===== src/hw/rtl/shf_pkg.sv =====
// ----------------------------------------------------------------------------
// shf_pkg
// Types, register indexes and constants of the stepper homing follower.
// ----------------------------------------------------------------------------
`default_nettype none

package shf_pkg;

  localparam int unsigned SAMPLE_BITS   = 10;
  localparam int unsigned POSITION_BITS = 13;

  localparam int unsigned CHUNK_W  = 5;
  localparam int unsigned DBAND_W  = 8;
  localparam int unsigned LIMIT_W  = 10;
  localparam int unsigned GAIN_W   = 12;
  localparam int unsigned GAIN_FRAC = 10;
  localparam int unsigned STEPS_W  = 15;
  localparam int unsigned CODE_W   = 3;
  localparam int unsigned CFG_IDX_W  = 3;
  localparam int unsigned CFG_DATA_W = 12;

  localparam logic [CFG_IDX_W-1:0] CFG_STEP_CHUNK    = 3'd0;
  localparam logic [CFG_IDX_W-1:0] CFG_DEADBAND      = 3'd1;
  localparam logic [CFG_IDX_W-1:0] CFG_SEARCH_LIMIT  = 3'd2;
  localparam logic [CFG_IDX_W-1:0] CFG_SETPOINT_GAIN = 3'd3;

  localparam logic [CHUNK_W-1:0] RST_STEP_CHUNK    = 5'd5;
  localparam logic [DBAND_W-1:0] RST_DEADBAND      = 8'd10;
  localparam logic [LIMIT_W-1:0] RST_SEARCH_LIMIT  = 10'd310;
  localparam logic [GAIN_W-1:0]  RST_SETPOINT_GAIN = 12'd1249;

  typedef enum logic [CODE_W-1:0] {
    MODE_SEEK_START = 3'd0,
    MODE_SEEK_END   = 3'd1,
    MODE_RETURN     = 3'd2,
    MODE_TRACK      = 3'd3,
    MODE_RESEEK     = 3'd4,
    MODE_HALT       = 3'd5
  } mode_e;

  typedef struct packed {
    logic [CHUNK_W-1:0] step_chunk;
    logic [DBAND_W-1:0] deadband;
    logic [LIMIT_W-1:0] search_limit;
    logic [GAIN_W-1:0]  setpoint_gain;
  } cfg_t;

  typedef struct packed {
    logic vld;
    logic start_closed;
    logic end_closed;
  } stage_t;

endpackage

`default_nettype wire


===== src/hw/rtl/shf_cfg_regs.sv =====
// ----------------------------------------------------------------------------
// shf_cfg_regs
// Configuration register file, written through a plain write port.
// ----------------------------------------------------------------------------
`default_nettype none

module shf_cfg_regs (
  input  wire logic                            clk_i,
  input  wire logic                            rst_ni,
  input  wire logic                            cfg_we_i,
  input  wire logic [shf_pkg::CFG_IDX_W-1:0]   cfg_idx_i,
  input  wire logic [shf_pkg::CFG_DATA_W-1:0]  cfg_data_i,
  output      shf_pkg::cfg_t                   cfg_o
);
  import shf_pkg::*;

  cfg_t cfg_q, cfg_d;

  always_comb begin
    cfg_d = cfg_q;
    if (cfg_we_i) begin
      case (cfg_idx_i)
        CFG_STEP_CHUNK:    cfg_d.step_chunk    = cfg_data_i[CHUNK_W-1:0];
        CFG_DEADBAND:      cfg_d.deadband      = cfg_data_i[DBAND_W-1:0];
        CFG_SEARCH_LIMIT:  cfg_d.search_limit  = cfg_data_i[LIMIT_W-1:0];
        CFG_SETPOINT_GAIN: cfg_d.setpoint_gain = cfg_data_i[GAIN_W-1:0];
        default:           cfg_d = cfg_q;
      endcase
    end
  end

  always_ff @(posedge clk_i or negedge rst_ni) begin
    if (!rst_ni) begin
      cfg_q.step_chunk    <= RST_STEP_CHUNK;
      cfg_q.deadband      <= RST_DEADBAND;
      cfg_q.search_limit  <= RST_SEARCH_LIMIT;
      cfg_q.setpoint_gain <= RST_SETPOINT_GAIN;
    end else begin
      cfg_q <= cfg_d;
    end
  end

  assign cfg_o = cfg_q;

endmodule

`default_nettype wire


===== src/hw/rtl/shf_in_stage.sv =====
// ----------------------------------------------------------------------------
// shf_in_stage
// Input register: captures switch levels and the scaled, saturated target.
// ----------------------------------------------------------------------------
`default_nettype none

module shf_in_stage #(
  parameter int unsigned SampleBits   = shf_pkg::SAMPLE_BITS,
  parameter int unsigned PositionBits = shf_pkg::POSITION_BITS
) (
  input  wire logic                          clk_i,
  input  wire logic                          rst_ni,
  input  wire logic                          in_valid_i,
  output      logic                          in_stall_o,
  input  wire logic                          start_switch_closed_i,
  input  wire logic                          end_switch_closed_i,
  input  wire logic [SampleBits-1:0]         setpoint_sample_i,
  input  wire logic [shf_pkg::GAIN_W-1:0]    gain_i,
  input  wire logic                          out_ready_i,
  output      shf_pkg::stage_t               stage_o,
  output      logic [PositionBits-1:0]       target_o
);
  import shf_pkg::*;

  localparam int unsigned ProdW   = SampleBits + GAIN_W;
  localparam int unsigned ScaledW = ProdW - GAIN_FRAC;
  localparam int unsigned CmpW    = (ScaledW > PositionBits) ? ScaledW : PositionBits;
  localparam logic [CmpW-1:0] PosMaxExt = CmpW'({PositionBits{1'b1}});

  logic                    vld_q, vld_d;
  logic                    start_q, end_q;
  logic [PositionBits-1:0] target_q, target_d;
  logic [ProdW-1:0]        prod;
  logic [CmpW-1:0]         scaled_ext;
  logic                    accept, adv;

  assign adv        = vld_q & out_ready_i;
  assign in_stall_o = vld_q & ~out_ready_i;
  assign accept     = in_valid_i & ~in_stall_o;
  assign vld_d      = accept | (vld_q & ~adv);

  assign prod       = ProdW'(setpoint_sample_i) * ProdW'(gain_i);
  assign scaled_ext = CmpW'(prod[ProdW-1:GAIN_FRAC]);

  always_comb begin
    if (scaled_ext > PosMaxExt) begin
      target_d = {PositionBits{1'b1}};
    end else begin
      target_d = scaled_ext[PositionBits-1:0];
    end
  end

  always_ff @(posedge clk_i or negedge rst_ni) begin
    if (!rst_ni) begin
      vld_q <= 1'b0;
    end else begin
      vld_q <= vld_d;
    end
  end

  always_ff @(posedge clk_i) begin
    if (accept) begin
      start_q  <= start_switch_closed_i;
      end_q    <= end_switch_closed_i;
      target_q <= target_d;
    end
  end

  assign stage_o.vld          = vld_q;
  assign stage_o.start_closed = start_q;
  assign stage_o.end_closed   = end_q;
  assign target_o             = target_q;

endmodule

`default_nettype wire


===== src/hw/rtl/shf_ctrl.sv =====
// ----------------------------------------------------------------------------
// shf_ctrl
// Homing and tracking state machine with the result register.
// ----------------------------------------------------------------------------
`default_nettype none

module shf_ctrl #(
  parameter int unsigned PositionBits = shf_pkg::POSITION_BITS
) (
  input  wire logic                          clk_i,
  input  wire logic                          rst_ni,
  input  wire shf_pkg::cfg_t                 cfg_i,
  input  wire shf_pkg::stage_t               stage_i,
  input  wire logic [PositionBits-1:0]       target_i,
  output      logic                          out_ready_o,
  output      logic                          out_valid_o,
  input  wire logic                          out_stall_i,
  output      logic [shf_pkg::STEPS_W-1:0]   move_steps_o,
  output      logic                          move_forward_o,
  output      logic                          lamp_on_o,
  output      logic [shf_pkg::CODE_W-1:0]    mode_code_o
);
  import shf_pkg::*;

  mode_e                   mode_q, mode_d;
  logic [LIMIT_W-1:0]      cnt_q, cnt_d;
  logic [STEPS_W-1:0]      travel_q, travel_d;
  logic [PositionBits-1:0] pos_q, pos_d;

  logic                    out_vld_q, out_vld_d;
  logic [STEPS_W-1:0]      steps_q, steps;
  logic                    fwd_q, fwd;
  logic                    lamp_q, lamp;
  logic [CODE_W-1:0]       code_q, code;

  logic                    adv;
  logic [STEPS_W-1:0]      chunk_ext, travel_prod;
  logic [PositionBits-1:0] chunk_pos, dband_pos, diff_up, diff_dn;
  logic [PositionBits:0]   pos_sum;
  logic                    up_ok, dn_ok, s_cl, e_cl;

  assign out_ready_o = ~out_vld_q | ~out_stall_i;
  assign adv         = stage_i.vld & out_ready_o;
  assign s_cl        = stage_i.start_closed;
  assign e_cl        = stage_i.end_closed;

  assign chunk_ext   = STEPS_W'(cfg_i.step_chunk);
  assign travel_prod = STEPS_W'(cnt_q) * chunk_ext;
  assign chunk_pos   = PositionBits'(cfg_i.step_chunk);
  assign dband_pos   = PositionBits'(cfg_i.deadband);
  assign diff_up     = target_i - pos_q;
  assign diff_dn     = pos_q - target_i;
  assign pos_sum     = {1'b0, pos_q} + {1'b0, chunk_pos};
  assign up_ok       = (target_i > pos_q) && (diff_up > dband_pos) && !e_cl;
  assign dn_ok       = (pos_q > target_i) && (diff_dn > dband_pos) && !s_cl;

  always_comb begin
    mode_d   = mode_q;
    cnt_d    = cnt_q;
    travel_d = travel_q;
    pos_d    = pos_q;
    steps    = '0;
    fwd      = 1'b0;
    lamp     = 1'b1;
    code     = mode_q;
    case (mode_q)
      MODE_SEEK_START, MODE_RESEEK: begin
        if (s_cl) begin
          lamp   = 1'b0;
          mode_d = (mode_q == MODE_SEEK_START) ? MODE_SEEK_END : MODE_HALT;
          cnt_d  = '0;
        end else if (cnt_q >= cfg_i.search_limit) begin
          mode_d = MODE_HALT;
        end else begin
          cnt_d = cnt_q + LIMIT_W'(1);
          steps = chunk_ext;
        end
      end
      MODE_SEEK_END: begin
        if (e_cl) begin
          lamp     = 1'b0;
          travel_d = travel_prod;
          mode_d   = MODE_RETURN;
        end else if (cnt_q >= cfg_i.search_limit) begin
          cnt_d  = '0;
          mode_d = MODE_RESEEK;
        end else begin
          cnt_d = cnt_q + LIMIT_W'(1);
          steps = chunk_ext;
          fwd   = 1'b1;
        end
      end
      MODE_RETURN: begin
        steps  = travel_q;
        lamp   = 1'b0;
        pos_d  = '0;
        mode_d = MODE_TRACK;
      end
      MODE_TRACK: begin
        lamp = ~(s_cl | e_cl);
        if (up_ok) begin
          steps = chunk_ext;
          fwd   = 1'b1;
          pos_d = pos_sum[PositionBits] ? {PositionBits{1'b1}} : pos_sum[PositionBits-1:0];
        end else if (dn_ok) begin
          steps = chunk_ext;
          pos_d = (pos_q >= chunk_pos) ? (pos_q - chunk_pos) : '0;
        end
      end
      default: begin
        code = MODE_HALT;
      end
    endcase
  end

  assign out_vld_d = adv | (out_vld_q & out_stall_i);

  always_ff @(posedge clk_i or negedge rst_ni) begin
    if (!rst_ni) begin
      mode_q    <= MODE_SEEK_START;
      cnt_q     <= '0;
      travel_q  <= '0;
      pos_q     <= '0;
      out_vld_q <= 1'b0;
    end else begin
      out_vld_q <= out_vld_d;
      if (adv) begin
        mode_q   <= mode_d;
        cnt_q    <= cnt_d;
        travel_q <= travel_d;
        pos_q    <= pos_d;
      end
    end
  end

  always_ff @(posedge clk_i) begin
    if (adv) begin
      steps_q <= steps;
      fwd_q   <= fwd & (steps != '0);
      lamp_q  <= lamp;
      code_q  <= code;
    end
  end

  assign out_valid_o    = out_vld_q;
  assign move_steps_o   = steps_q;
  assign move_forward_o = fwd_q;
  assign lamp_on_o      = lamp_q;
  assign mode_code_o    = code_q;

endmodule

`default_nettype wire


===== src/hw/rtl/stepper_homing_setpoint_follower_unit.sv =====
// ----------------------------------------------------------------------------
// stepper_homing_setpoint_follower_unit
// Homes a stepper axis between two end-stop switches, then follows a scaled
// setpoint in fixed chunks with a deadband.
//
//   channel | direction | handshake              | payload
//   --------+-----------+------------------------+-------------------------------
//   in      | input     | in_valid_i / in_stall_o | start/end switch, setpoint
//   out     | output    | out_valid_o / out_stall_i | steps, forward, lamp, mode
//   cfg     | input     | cfg_we_i               | cfg_idx_i, cfg_data_i
//
// One item per cycle while the output is not stalled.
// The setpoint multiply sits before the input register, the mode update
// between the input register and the result register.
// Reset puts the block in start-switch search with all counts at zero.
// A stalled result holds the input register; a further item is then refused.
// ----------------------------------------------------------------------------
`default_nettype none

module stepper_homing_setpoint_follower_unit #(
  parameter int unsigned SampleBits   = shf_pkg::SAMPLE_BITS,
  parameter int unsigned PositionBits = shf_pkg::POSITION_BITS
) (
  input  wire logic                            clk_i,
  input  wire logic                            rst_ni,
  input  wire logic                            cfg_we_i,
  input  wire logic [shf_pkg::CFG_IDX_W-1:0]   cfg_idx_i,
  input  wire logic [shf_pkg::CFG_DATA_W-1:0]  cfg_data_i,
  input  wire logic                            in_valid_i,
  output      logic                            in_stall_o,
  input  wire logic                            start_switch_closed_i,
  input  wire logic                            end_switch_closed_i,
  input  wire logic [SampleBits-1:0]           setpoint_sample_i,
  output      logic                            out_valid_o,
  input  wire logic                            out_stall_i,
  output      logic [shf_pkg::STEPS_W-1:0]     move_steps_o,
  output      logic                            move_forward_o,
  output      logic                            lamp_on_o,
  output      logic [shf_pkg::CODE_W-1:0]      mode_code_o
);
  import shf_pkg::*;

  cfg_t                    cfg;
  stage_t                  stage;
  logic [PositionBits-1:0] target;
  logic                    out_ready;

  shf_cfg_regs u_cfg (
    .clk_i      (clk_i),
    .rst_ni     (rst_ni),
    .cfg_we_i   (cfg_we_i),
    .cfg_idx_i  (cfg_idx_i),
    .cfg_data_i (cfg_data_i),
    .cfg_o      (cfg)
  );

  shf_in_stage #(
    .SampleBits   (SampleBits),
    .PositionBits (PositionBits)
  ) u_in (
    .clk_i                 (clk_i),
    .rst_ni                (rst_ni),
    .in_valid_i            (in_valid_i),
    .in_stall_o            (in_stall_o),
    .start_switch_closed_i (start_switch_closed_i),
    .end_switch_closed_i   (end_switch_closed_i),
    .setpoint_sample_i     (setpoint_sample_i),
    .gain_i                (cfg.setpoint_gain),
    .out_ready_i           (out_ready),
    .stage_o               (stage),
    .target_o              (target)
  );

  shf_ctrl #(
    .PositionBits (PositionBits)
  ) u_ctrl (
    .clk_i          (clk_i),
    .rst_ni         (rst_ni),
    .cfg_i          (cfg),
    .stage_i        (stage),
    .target_i       (target),
    .out_ready_o    (out_ready),
    .out_valid_o    (out_valid_o),
    .out_stall_i    (out_stall_i),
    .move_steps_o   (move_steps_o),
    .move_forward_o (move_forward_o),
    .lamp_on_o      (lamp_on_o),
    .mode_code_o    (mode_code_o)
  );

endmodule

`default_nettype wire


===== config.mk =====
export PLATFORM = sky130hd
export DESIGN_NAME = stepper_homing_setpoint_follower_unit
export DESIGN_NICKNAME = d
export VERILOG_FILES = /design/src/hw/rtl/shf_pkg.sv /design/src/hw/rtl/shf_cfg_regs.sv /design/src/hw/rtl/shf_in_stage.sv /design/src/hw/rtl/shf_ctrl.sv /design/src/hw/rtl/stepper_homing_setpoint_follower_unit.sv
export SDC_FILE = /design/constraint.sdc
export NUM_CORES = 1
export LEC_CHECK = 0
export BUFFER_PORTS_ARGS = -buffer_cell sky130_fd_sc_hd__buf_2
export CAP_MARGIN = 20
export CORE_MARGIN = 2
export CORE_UTILIZATION = 40
export CTS_BUF_LIST = sky130_fd_sc_hd__clkbuf_8
export CTS_CLUSTER_SIZE = 20
export DETAILED_ROUTE_END_ITERATION = 12
export GPL_TIMING_DRIVEN = 0
export MAX_ROUTING_LAYER = met4
export SLEW_MARGIN = 20
export SYNTH_ARGS = -nofsm -noshare
export SYNTH_HDL_FRONTEND = slang
export SYNTH_SLANG_ARGS = --single-unit

===== constraint.sdc =====
create_clock -name clk_i -period 17.2 [get_ports clk_i]
set_input_delay 1.72 -clock clk_i [delete_from_list [all_inputs] [get_ports clk_i]]
set_output_delay 1.72 -clock clk_i [all_outputs]
set_load 0.01 [all_outputs]

==> impl_metrics.env, run 1 <==
export IMPL_antenna_found_initial=0
export IMPL_ys_warn_count=0
export IMPL_routabilityCongestion=0.891
export IMPL_period_share=0.432
export IMPL_die_h_um=176
export IMPL_synth_compound_area_frac=0.127
export IMPL_yosys_cell_count_top_type="nand2_1"
export IMPL_grtUsageTotal=0.194
export IMPL_end_kind="register"
export IMPL_pwr_share_clk=0.072
export IMPL_yosysTopAreaCell="fa_1"
export IMPL_clock_path_buffers=2
export IMPL_cts_resized_gates=0
export IMPL_clk_pin_slew_ps=130
export IMPL_p_sw_uw=1170
export IMPL_max_cap_violations=0
export IMPL_grt_pass1_vias=9348
export IMPL_pin_count=54
export IMPL_grt_overflow=0
export IMPL_clk_latency_ps=410
export IMPL_met1_usage=0.258
export IMPL_diodes=0
export IMPL_syn_inst=1287
export IMPL_dr_pass1_iters=5
export IMPL_synth_area_sq_mm=0.0119
export IMPL_holdBufCountCts=0
export IMPL_die_area_sq_mm=0.0311
export IMPL_vdd_drop_max_uv=85.2
export IMPL_grt_pass1_wl_um=47200
export IMPL_synthSimpleGateAreaFrac=0.167
export IMPL_ys_seq_area_frac=0.251
export IMPL_vias_per_cell=5.23
export IMPL_use_met2=0.317
export IMPL_cts_root_buf="clkbuf_8"
export IMPL_p_seq_frac=0.181
export IMPL_synth_ff_type="dfrtp_1"
export IMPL_dpl_hpwl_um=22600
export IMPL_power_density_mw_per_mm2=186
export IMPL_drt_wl_total_um=28000
export IMPL_io_buffers=53
export IMPL_htree_levels=3
export IMPL_combPwrFrac=0.747
export IMPL_setup_viol=0
export IMPL_p_int_uw=1240
export IMPL_crit_required_ps=17330
export IMPL_ys_top_cells_by_count="nand2_1, inv_1, ha_1, fa_1, and2_1"
export IMPL_postCtsSetupBuffers=0
export IMPL_finalPower_uw=2400
export IMPL_setup_tns_ps=0
export IMPL_rows=63
export IMPL_period_needed_ps=7420
export IMPL_ys_types=74
export IMPL_drtIter0Drc=440
export IMPL_synth_xor_area_frac=0.0389
export IMPL_cts_tree="built"
export IMPL_ant_nets=0
export IMPL_whs_ps=483
export IMPL_swShare=0.485
export IMPL_cts_buffers=9
export IMPL_hp_class="register to register"
export IMPL_core_area_sq_mm=0.0295
export IMPL_layout_drive_gt1_share=0.0950
export IMPL_use_met3=0.0207
export IMPL_dr_total_vias=9147
export IMPL_netlist_area_leader_share=0.177
export IMPL_grt_max_degree=42
export IMPL_fin_area_sq_mm=0.0129
export IMPL_synth_fa_ha_area_frac=0.322
export IMPL_syn_area_per_cell_sq_um=9.24
export IMPL_power_leakage_uw=0.00622
export IMPL_synth_top_family_by_area="adder cells"
export IMPL_synth_area_leaders="fa_1, ha_1, dfrtp_1"
export IMPL_placed_area_sq_mm=0.0127
export IMPL_start_kind="primary input"
export IMPL_max_slew_worst_pin_slew_ps=895
export IMPL_die_w_um=176
export IMPL_max_clock_freq_mhz=135
export IMPL_final_nets=1628
export IMPL_wl_per_cell_um=16.0
export IMPL_max_slew_margin=0.403
export IMPL_skew_ps=31.5
export IMPL_synth_area_mux_share=0.0224
export IMPL_route_detailed_drc=0
export IMPL_rsz0062_at_grt="no"
export IMPL_synth_nets=1562
export IMPL_start_util=0.403
export IMPL_worst_path_max_fanout=10
export IMPL_arrival_ps=7550
export IMPL_drv_slew=0
export IMPL_synthArstFlopShare=0.696
export IMPL_synth_seq_cells=112
export IMPL_clock_sinks=112
export IMPL_crit_type="primary input to register"
export IMPL_final_hold_viol_count=0
export IMPL_syn_to_final_growth_pct=8.56
export IMPL_status="complete, no violations"
export IMPL_synth_edf_count=34
export IMPL_grt_busiest_layer="met2"
## path summary, 6_finish.rpt
path	startpoint	end	slack, ps	cells after the start
max reg2reg	u_cfg.cfg_o[7]	u_in.target_o[11]	10680	19
min in group asynchronous	rst_ni	u_ctrl.travel_q[11]	1280	1
min reg2reg	u_ctrl.travel_q[8]	u_ctrl.travel_q[8]	480	2
min	u_ctrl.travel_q[8]	u_ctrl.travel_q[8]	480	2
max	setpoint_sample_i[8]	u_in.target_o[11]	9780	20
max in group asynchronous	rst_ni	u_cfg.cfg_o[0]	15240	2
## cell usage in the layout (no fill, tap or decap), types with 4 or more instances in the layout
cell type  count
nor2_1        57
nand2_1      165
a31oi_1        6
clkbuf_1      49
dfrtp_1       64
a2111oi_0      4
o31ai_1        5
a211oi_1       8
fa_1         105
nand3_1       17
and2_1        83
a21oi_1       59
nor4_1         8
a21o_1        20
nand4_1       13
edfxtp_1      34
a22o_1         7
xnor2_1       36
o21a_1         8
dfstp_2       14
o21bai_1      13
o22ai_1        7
o21ai_0       57
mux2_2        21
nor3_1        14
clkbuf_8       9
and3_1         9
o22a_1         4
inv_1        161
nand2b_1       7
buf_2         60
or3_1          4
ha_1         138
nor2b_1        7
xor2_1        15
## per-stage QoR
| step | util | worst slack [ps] | cells |
|---|---|---|---|
| 2_1_floorplan | - | 10160 | 1287 |
| 3_3_place_gp | 0.429 | 9330 | 1730 |
| 3_5_place_dp | 0.430 | 9300 | 1732 |
| 4_1_cts | 0.438 | 9720 | 1748 |
| 5_1_grt | 0.438 | 9410 | 1748 |
| 6_report | 0.438 | 9780 | 1748 |
## kinds of logic after synthesis
logic type,Yosys count
XOR/XNOR,52
adder cells (fa/ha/maj),243
AND/OR/NAND/NOR,405
multiplexers,24
buffers and inverters,221
AO/OA/AOI/OAI,230
flip-flops,112
## power by group through the flow
stage          Clock (uW)  Sequential [uW]  Combinational (uW)
5_1_grt               187              442                2040
6_report              172              435                1790
2_1_floorplan           0              423                1400
3_5_place_dp            0              439                1780
3_3_place_gp            0              438                1730
4_1_cts               179              434                1800
## metal layers
layer,part of all wire,up-vias
met5,0,-
met4,0.018,0
met3,0.039,33
met2,0.47,205
met1,0.47,4477
li1,-,4432
## layout make-up
type                    instances  area, sq um
plain buffers                  59          239
clock buffers                   9          124
clock inverters                 7         91.3
fillers                      2950        16600
inverters                     162          608
multi-input cells             954         8070
flip-flops and latches        112         2990
well taps                     390          488
repair buffers                 55          303
## state kept, by name, summed over array words and instances (netlist names), 3 cells and up
register,count
u_in.target_o,12
u_ctrl.travel_q,15
u_cfg.cfg_o,35
u_ctrl.pos_q,13
u_ctrl.mode_code_o,3
u_ctrl.cnt_q,10
u_ctrl.move_steps_o,15
u_ctrl.mode_q,3
## worst max-delay path, cell delays in order
cell and delay, ps:
buf_2 140, clkbuf_1 380, nand2_1 140, fa_1 510, fa_1 540, inv_1 60
fa_1 500, fa_1 520, fa_1 500, ha_1 240, a211o_1 270, a21oi_1 190
nand4bb_1 130, a21oi_1 330, a21oi_1 200, nand4_1 150, a31oi_1 140, and4_1 230
a2111oi_0 500, xnor2_1 150
Note: power is estimated with default switching activity, not from simulation.
==> inputs of run 2 (changes only) <==
==> constraint.sdc (replaced) <==
create_clock -name clk_i -period 6.6 [get_ports clk_i]
set_input_delay 0.66 -clock clk_i [delete_from_list [all_inputs] [get_ports clk_i]]
set_output_delay 0.66 -clock clk_i [all_outputs]
set_load 0.01 [all_outputs]
==> run 2 against run 1 <==
Net effect: power grew to 2.6 times the previous value; cell count decreased by 0.80%; final area fell by 0.40%; sequential cell count did not move; sequential power grew to 2.7 times the previous value; register-to-register slack lost 10000 ps.
==> impl_metrics.env, run 2 (same netlist as run 1, synthesis figures left out) <==
export IMPL_final_nets=1614
export IMPL_holdBufCountCts=0
export IMPL_pin_count=54
export IMPL_period_share=0.946
export IMPL_dr_pass1_iters=7
export IMPL_cts_tree="built"
export IMPL_io_buffers=53
export IMPL_wl_per_cell_um=16.1
export IMPL_grt_overflow=0
export IMPL_layoutNonFillerInstCount=1734
export IMPL_pwr_share_clk=0.072
export IMPL_crit_type="register to register"
export IMPL_cpMaxStageDelayCell="fa_1"
export IMPL_max_slew_worst_pin_slew_ps=899
export IMPL_diodes=0
export IMPL_cts_buffers=9
export IMPL_ant_nets=0
export IMPL_start_kind="register"
export IMPL_n_fill_cell=2950
export IMPL_drt_wl_total_um=27900
export IMPL_grt_pass1_vias=9351
export IMPL_layout_drive_gt1_share=0.0967
export IMPL_reg2reg_from="u_cfg.cfg_o[2]"
export IMPL_max_clock_freq_mhz=160
export IMPL_end_kind="register"
export IMPL_route_detailed_drc=0
export IMPL_vias_per_cell=5.24
export IMPL_swShare=0.486
export IMPL_arrival_ps=6370
export IMPL_status="complete, no violations"
export IMPL_reg2regPathDepth=19
export IMPL_max_stage_delay_ps=540
export IMPL_largest_reg_flops=35
export IMPL_p_seq_frac=0.187
export IMPL_postCtsSetupBuffers=0
export IMPL_grt_pass1_wl_um=47200
export IMPL_clk_latency_ps=410
export IMPL_die_w_um=176
export IMPL_worst_r2r_endpoint="u_in.target_o[11]"
export IMPL_cp_cell_sequence="clkbuf_1, nand2_1, fa_1, fa_1, inv_1, fa_1, fa_1, fa_1, ha_1, a211o_1, a21oi_1, nand4bb_1, a21oi_1, a21oi_1, nand4_1, a31oi_1, and4_1, a2111oi_0, xnor2_1"
export IMPL_dr_total_vias=9089
export IMPL_p_sw_uw=3040
export IMPL_combPwrFrac=0.741
export IMPL_clock_path_buffers=2
export IMPL_cts_root_buf="clkbuf_8"
export IMPL_antenna_found_initial=0
export IMPL_routabilityCongestion=0.891
export IMPL_final_cell_mix="nand2_1, inv_1, ha_1, fa_1, and2_1"
export IMPL_reg2reg_slack_ps=360
export IMPL_final_common_cell="nand2_1"
export IMPL_power_leakage_uw=0.00621
export IMPL_max_cap_violations=0
export IMPL_clk_pin_slew_ps=130
export IMPL_setup_viol=0
export IMPL_rsz0062_at_grt="no"
export IMPL_setup_tns_ps=0
export IMPL_drv_slew=0
export IMPL_dp_cells=1732
export IMPL_power_density_mw_per_mm2=486
export IMPL_final_hold_viol_count=0
export IMPL_core_area_sq_mm=0.0295
export IMPL_clock_sinks=112
export IMPL_max_slew_margin=0.400
export IMPL_start_util=0.403
export IMPL_worst_path_max_fanout=10
export IMPL_grtUsageTotal=0.194
export IMPL_dpl_hpwl_um=22600
export IMPL_drtIter0Drc=463
export IMPL_die_area_sq_mm=0.0311
export IMPL_syn_to_final_growth_pct=8.13
export IMPL_cp_common_cell="fa_1"
export IMPL_die_h_um=176
export IMPL_htree_levels=3
export IMPL_rows=63
export IMPL_skew_ps=32.4
export IMPL_hp_class="primary input to asynchronous set/reset pin"
export IMPL_crit_required_ps=6730
export IMPL_vdd_drop_max_uv=222
export IMPL_grt_max_degree=42
export IMPL_p_int_uw=3210
export IMPL_period_needed_ps=6240
[run 2: final cells by class]
| cell class | instances | area, sq um | share of cell area |
|---|---|---|---|
| flip-flops and latches | 112 | 2990 | 0.233 |
| clock inverters | 7 | 91.3 | 0.00710 |
| inverters | 162 | 608 | 0.0473 |
| multi-input cells | 954 | 8070 | 0.627 |
| plain buffers | 45 | 188 | 0.0146 |
| repair buffers | 55 | 303 | 0.0235 |
| well taps | 390 | 488 | 0.0379 |
| clock buffers | 9 | 124 | 0.00963 |
[run 2: critical path, delay by kind of cell (launching register included)]
kind | cells | cell delay [ps]
adders and majority gates | 6 | 2770
AOI/OAI and AO/OA | 6 | 1630
and+or+nand+nor | 4 | 640
buffers and inverters | 2 | 420
DFF | 1 | 360
xor gates and xnor gates | 1 | 150
[run 2: stage by stage]
step	instance area, sq um	hold WS (ps)	worst slack (ps)	power [uW]	utilization
2_1_floorplan	11900	364	623	4740	-
3_3_place_gp	12600	458	-213	5660	0.429
3_5_place_dp	12700	462	-235	5770	0.430
4_1_cts	12900	228	18.5	6300	0.438
5_1_grt	12900	245	1.93	6960	0.436
6_report	12900	220	358	6250	0.436
[run 2: routing by layer]
metal  global-route usage  up-vias  share of wire
met3               0.0215       29          0.034
met2                0.317      168           0.47
met4               0.0489        0          0.016
met5                    -        -              0
li1                     -     4406              -
met1                0.258     4486           0.48
[run 2: power by group through the flow]
| stage | Sequential [uW] | Clock [uW] | Combinational (uW) |
|---|---|---|---|
| global placement | 1140 | 0 | 4510 |
| global route | 1190 | 488 | 5280 |
| CTS | 1140 | 467 | 4690 |
| finish | 1170 | 448 | 4630 |
| detailed placement | 1150 | 0 | 4630 |
| floorplan | 1100 | 0 | 3640 |
[run 2: worst max path at each step]
stage / startpoint / slack [ps] / to
after global placement: setpoint_sample_i[8] / -210 / u_in.target_o[11]
after detailed placement: setpoint_sample_i[8] / -240 / u_in.target_o[11]
after floorplan: setpoint_sample_i[9] / 620 / u_in.target_o[11]
after CTS: u_cfg.cfg_o[6] / 20 / u_in.target_o[11]
final: u_cfg.cfg_o[2] / 360 / u_in.target_o[11]
after global routing: u_cfg.cfg_o[2] / 2 / u_in.target_o[11]
[run 2: repair_timing]
| item | 4_1_cts | 5_1_grt |
|---|---|---|
| cloned | 0 | 0 |
| hold endpoints to repair | 0 | 0 |
| resized for setup | 0 | 2 |
| setup endpoints to repair | 1 | 2 |
==> inputs of run 3 (changes only) <==
--- a/config.mk
+++ b/config.mk
@@ -14,6 +14,7 @@
 export DETAILED_ROUTE_END_ITERATION = 12
 export GPL_TIMING_DRIVEN = 0
 export MAX_ROUTING_LAYER = met4
+export RECOVER_POWER = 100
 export SLEW_MARGIN = 20
 export SYNTH_ARGS = -nofsm -noshare
 export SYNTH_HDL_FRONTEND = slang
==> run 3 against run 2 <==
Net effect: clock-buffer cell count stayed put; the run now ends with max-capacitance violations, max-slew violations left; combinational power down 0.9%; register-to-register slack hardly changed; hold slack improved by 200 ps; critical path type unchanged; wire length grew 0.11%; power decreased by 0.69%; global-route usage unchanged; sequential power about the same; setup slack got worse by 8.4 ps; clock power about the same; die area is the same; final area decreased by 0.81%; largest cell class unchanged.
==> impl_metrics.env, run 3 (same netlist as run 1, synthesis figures left out) <==
export IMPL_status="finished with violations"
export IMPL_failed_checks="max-capacitance violations, max-slew violations"
export IMPL_power_density_mw_per_mm2=487
export IMPL_period_needed_ps=6250
export IMPL_dr_pass1_iters=5
export IMPL_core_area_sq_mm=0.0295
export IMPL_crit_path_start="u_cfg.cfg_o[2]"
export IMPL_drv_slew=81
export IMPL_syn_to_final_growth_pct=7.26
export IMPL_clk_pin_slew_ps=140
export IMPL_period_share=0.947
export IMPL_final_common_cell="nand2_1"
export IMPL_cts_buffers=9
export IMPL_start_util=0.403
export IMPL_n_fill_cell=2966
export IMPL_final_cell_mix="nand2_1, inv_1, ha_1, fa_1, and2_1"
export IMPL_clk_latency_ps=410
export IMPL_grt_pass1_vias=9351
export IMPL_grt_max_degree=42
export IMPL_skew_ps=30.2
export IMPL_fin_area_sq_mm=0.0128
export IMPL_grt_pass1_wl_um=47200
export IMPL_wl_per_cell_um=16.1
export IMPL_setup_tns_ps=0
export IMPL_antenna_found_initial=0
export IMPL_cp_common_cell="fa_1"
export IMPL_drtIter0Drc=465
export IMPL_clock_sinks=112
export IMPL_crit_type="register to register"
export IMPL_route_detailed_drc=0
export IMPL_max_cap_violations=2
export IMPL_dr_total_vias=9139
export IMPL_setup_viol=0
export IMPL_power_leakage_uw=0.00610
export IMPL_placed_area_sq_mm=0.0127
export IMPL_cts_root_buf="clkbuf_8"
export IMPL_max_slew_margin=-0.577
export IMPL_final_hold_viol_count=0
export IMPL_rows=63
export IMPL_crit_buf_inv=2
export IMPL_vdd_drop_max_uv=223
export IMPL_end_kind="register"
export IMPL_max_stage_delay_ps=540
export IMPL_max_clock_freq_mhz=160
export IMPL_worst_path_max_fanout=10
export IMPL_crit_required_ps=6730
export IMPL_ant_nets=0
export IMPL_rsz0062_at_grt="no"
export IMPL_hp_class="primary input to register"
export IMPL_grt_overflow=0
export IMPL_vias_per_cell=5.27
export IMPL_hp_start="end_switch_closed_i"
export IMPL_start_kind="register"
export IMPL_die_h_um=176
export IMPL_reg2reg_from="u_cfg.cfg_o[2]"
export IMPL_dpl_hpwl_um=22600
export IMPL_die_area_sq_mm=0.0311
export IMPL_critPathTopFamily="adder cells"
export IMPL_cpMaxStageDelayCell="fa_1"
export IMPL_layout_drive_gt1_share=0.0714
export IMPL_holdBufCountCts=0
export IMPL_final_nets=1614
export IMPL_htree_levels=3
export IMPL_arrival_ps=6380
export IMPL_max_slew_worst_pin_slew_ps=2370
export IMPL_die_w_um=176
export IMPL_diodes=0
export IMPL_routabilityCongestion=0.891
export IMPL_clock_path_buffers=2
export IMPL_finalPower_uw=6210
export IMPL_largest_reg_flops=35
export IMPL_drt_wl_total_um=27900
export IMPL_cp_cell_sequence="clkbuf_1, nand2_1, fa_1, fa_1, inv_1, fa_1, fa_1, fa_1, ha_1, a211o_1, a21oi_1, nand4bb_1, a21oi_1, a21oi_1, nand4_1, a31oi_1, and4_1, a2111oi_0, xnor2_1"
export IMPL_pin_count=54
export IMPL_grtUsageTotal=0.194
export IMPL_cts_tree="built"
export IMPL_io_buffers=53
[run 3: cell type report]
class                      count  area (sq um)  share of cell area
multi-input combinational    954          8030               0.629
sequential                   112          2990               0.234
inverter                     162           608              0.0477
tap                          390           488              0.0383
timing repair buffer          55           240              0.0188
buffer                        45           186              0.0146
clock buffer                   9           124             0.00971
clock inverter                 7          91.3             0.00716
[run 3: power by group]
part	switching [uW]	total [uW]	internal (uW)
logic	2550	4590	2040
clock network	291	448	156
registers	163	1170	1010
[run 3: path summary, 6_finish.rpt]
| path | end | slack [ps] | cells after the start |
|---|---|---|---|
| worst min register to register | u_ctrl.travel_q[8] | 480 | 2 |
| min in group asynchronous | u_ctrl.travel_q[10] | 860 | 1 |
| worst min-delay path | u_in.end_q | 420 | 1 |
| worst max-delay path | u_in.target_o[11] | 350 | 19 |
| max in group asynchronous | u_cfg.cfg_o[1] | 2660 | 2 |
| worst max register to register | u_in.target_o[11] | 350 | 19 |
[run 3: metrics by stage]
step | util | hold WS (ps) | setup WS, ps | cells
6_report | 0.433 | 415 | 349 | 1734
2_1_floorplan | - | 364 | 623 | 1287
4_1_cts | 0.438 | 228 | 18.5 | 1747
3_3_place_gp | 0.429 | 458 | -213 | 1730
3_5_place_dp | 0.430 | 462 | -235 | 1732
5_1_grt | 0.433 | 402 | 1.93 | 1734
[run 3: per-layer routing]
metal	GRT usage	vias up	routed length (um)
met5	-	-	0
met4	0.0489	0	461
met3	0.0215	30	907
met2	0.317	172	13100
met1	0.258	4527	13400
li1	-	4410	-
[run 3: what timing repair did]
action                                  4_1_cts  5_1_grt
setup buffers                                 0        0
endpoints found under the setup margin        1        2
gates resized for setup                       0        2
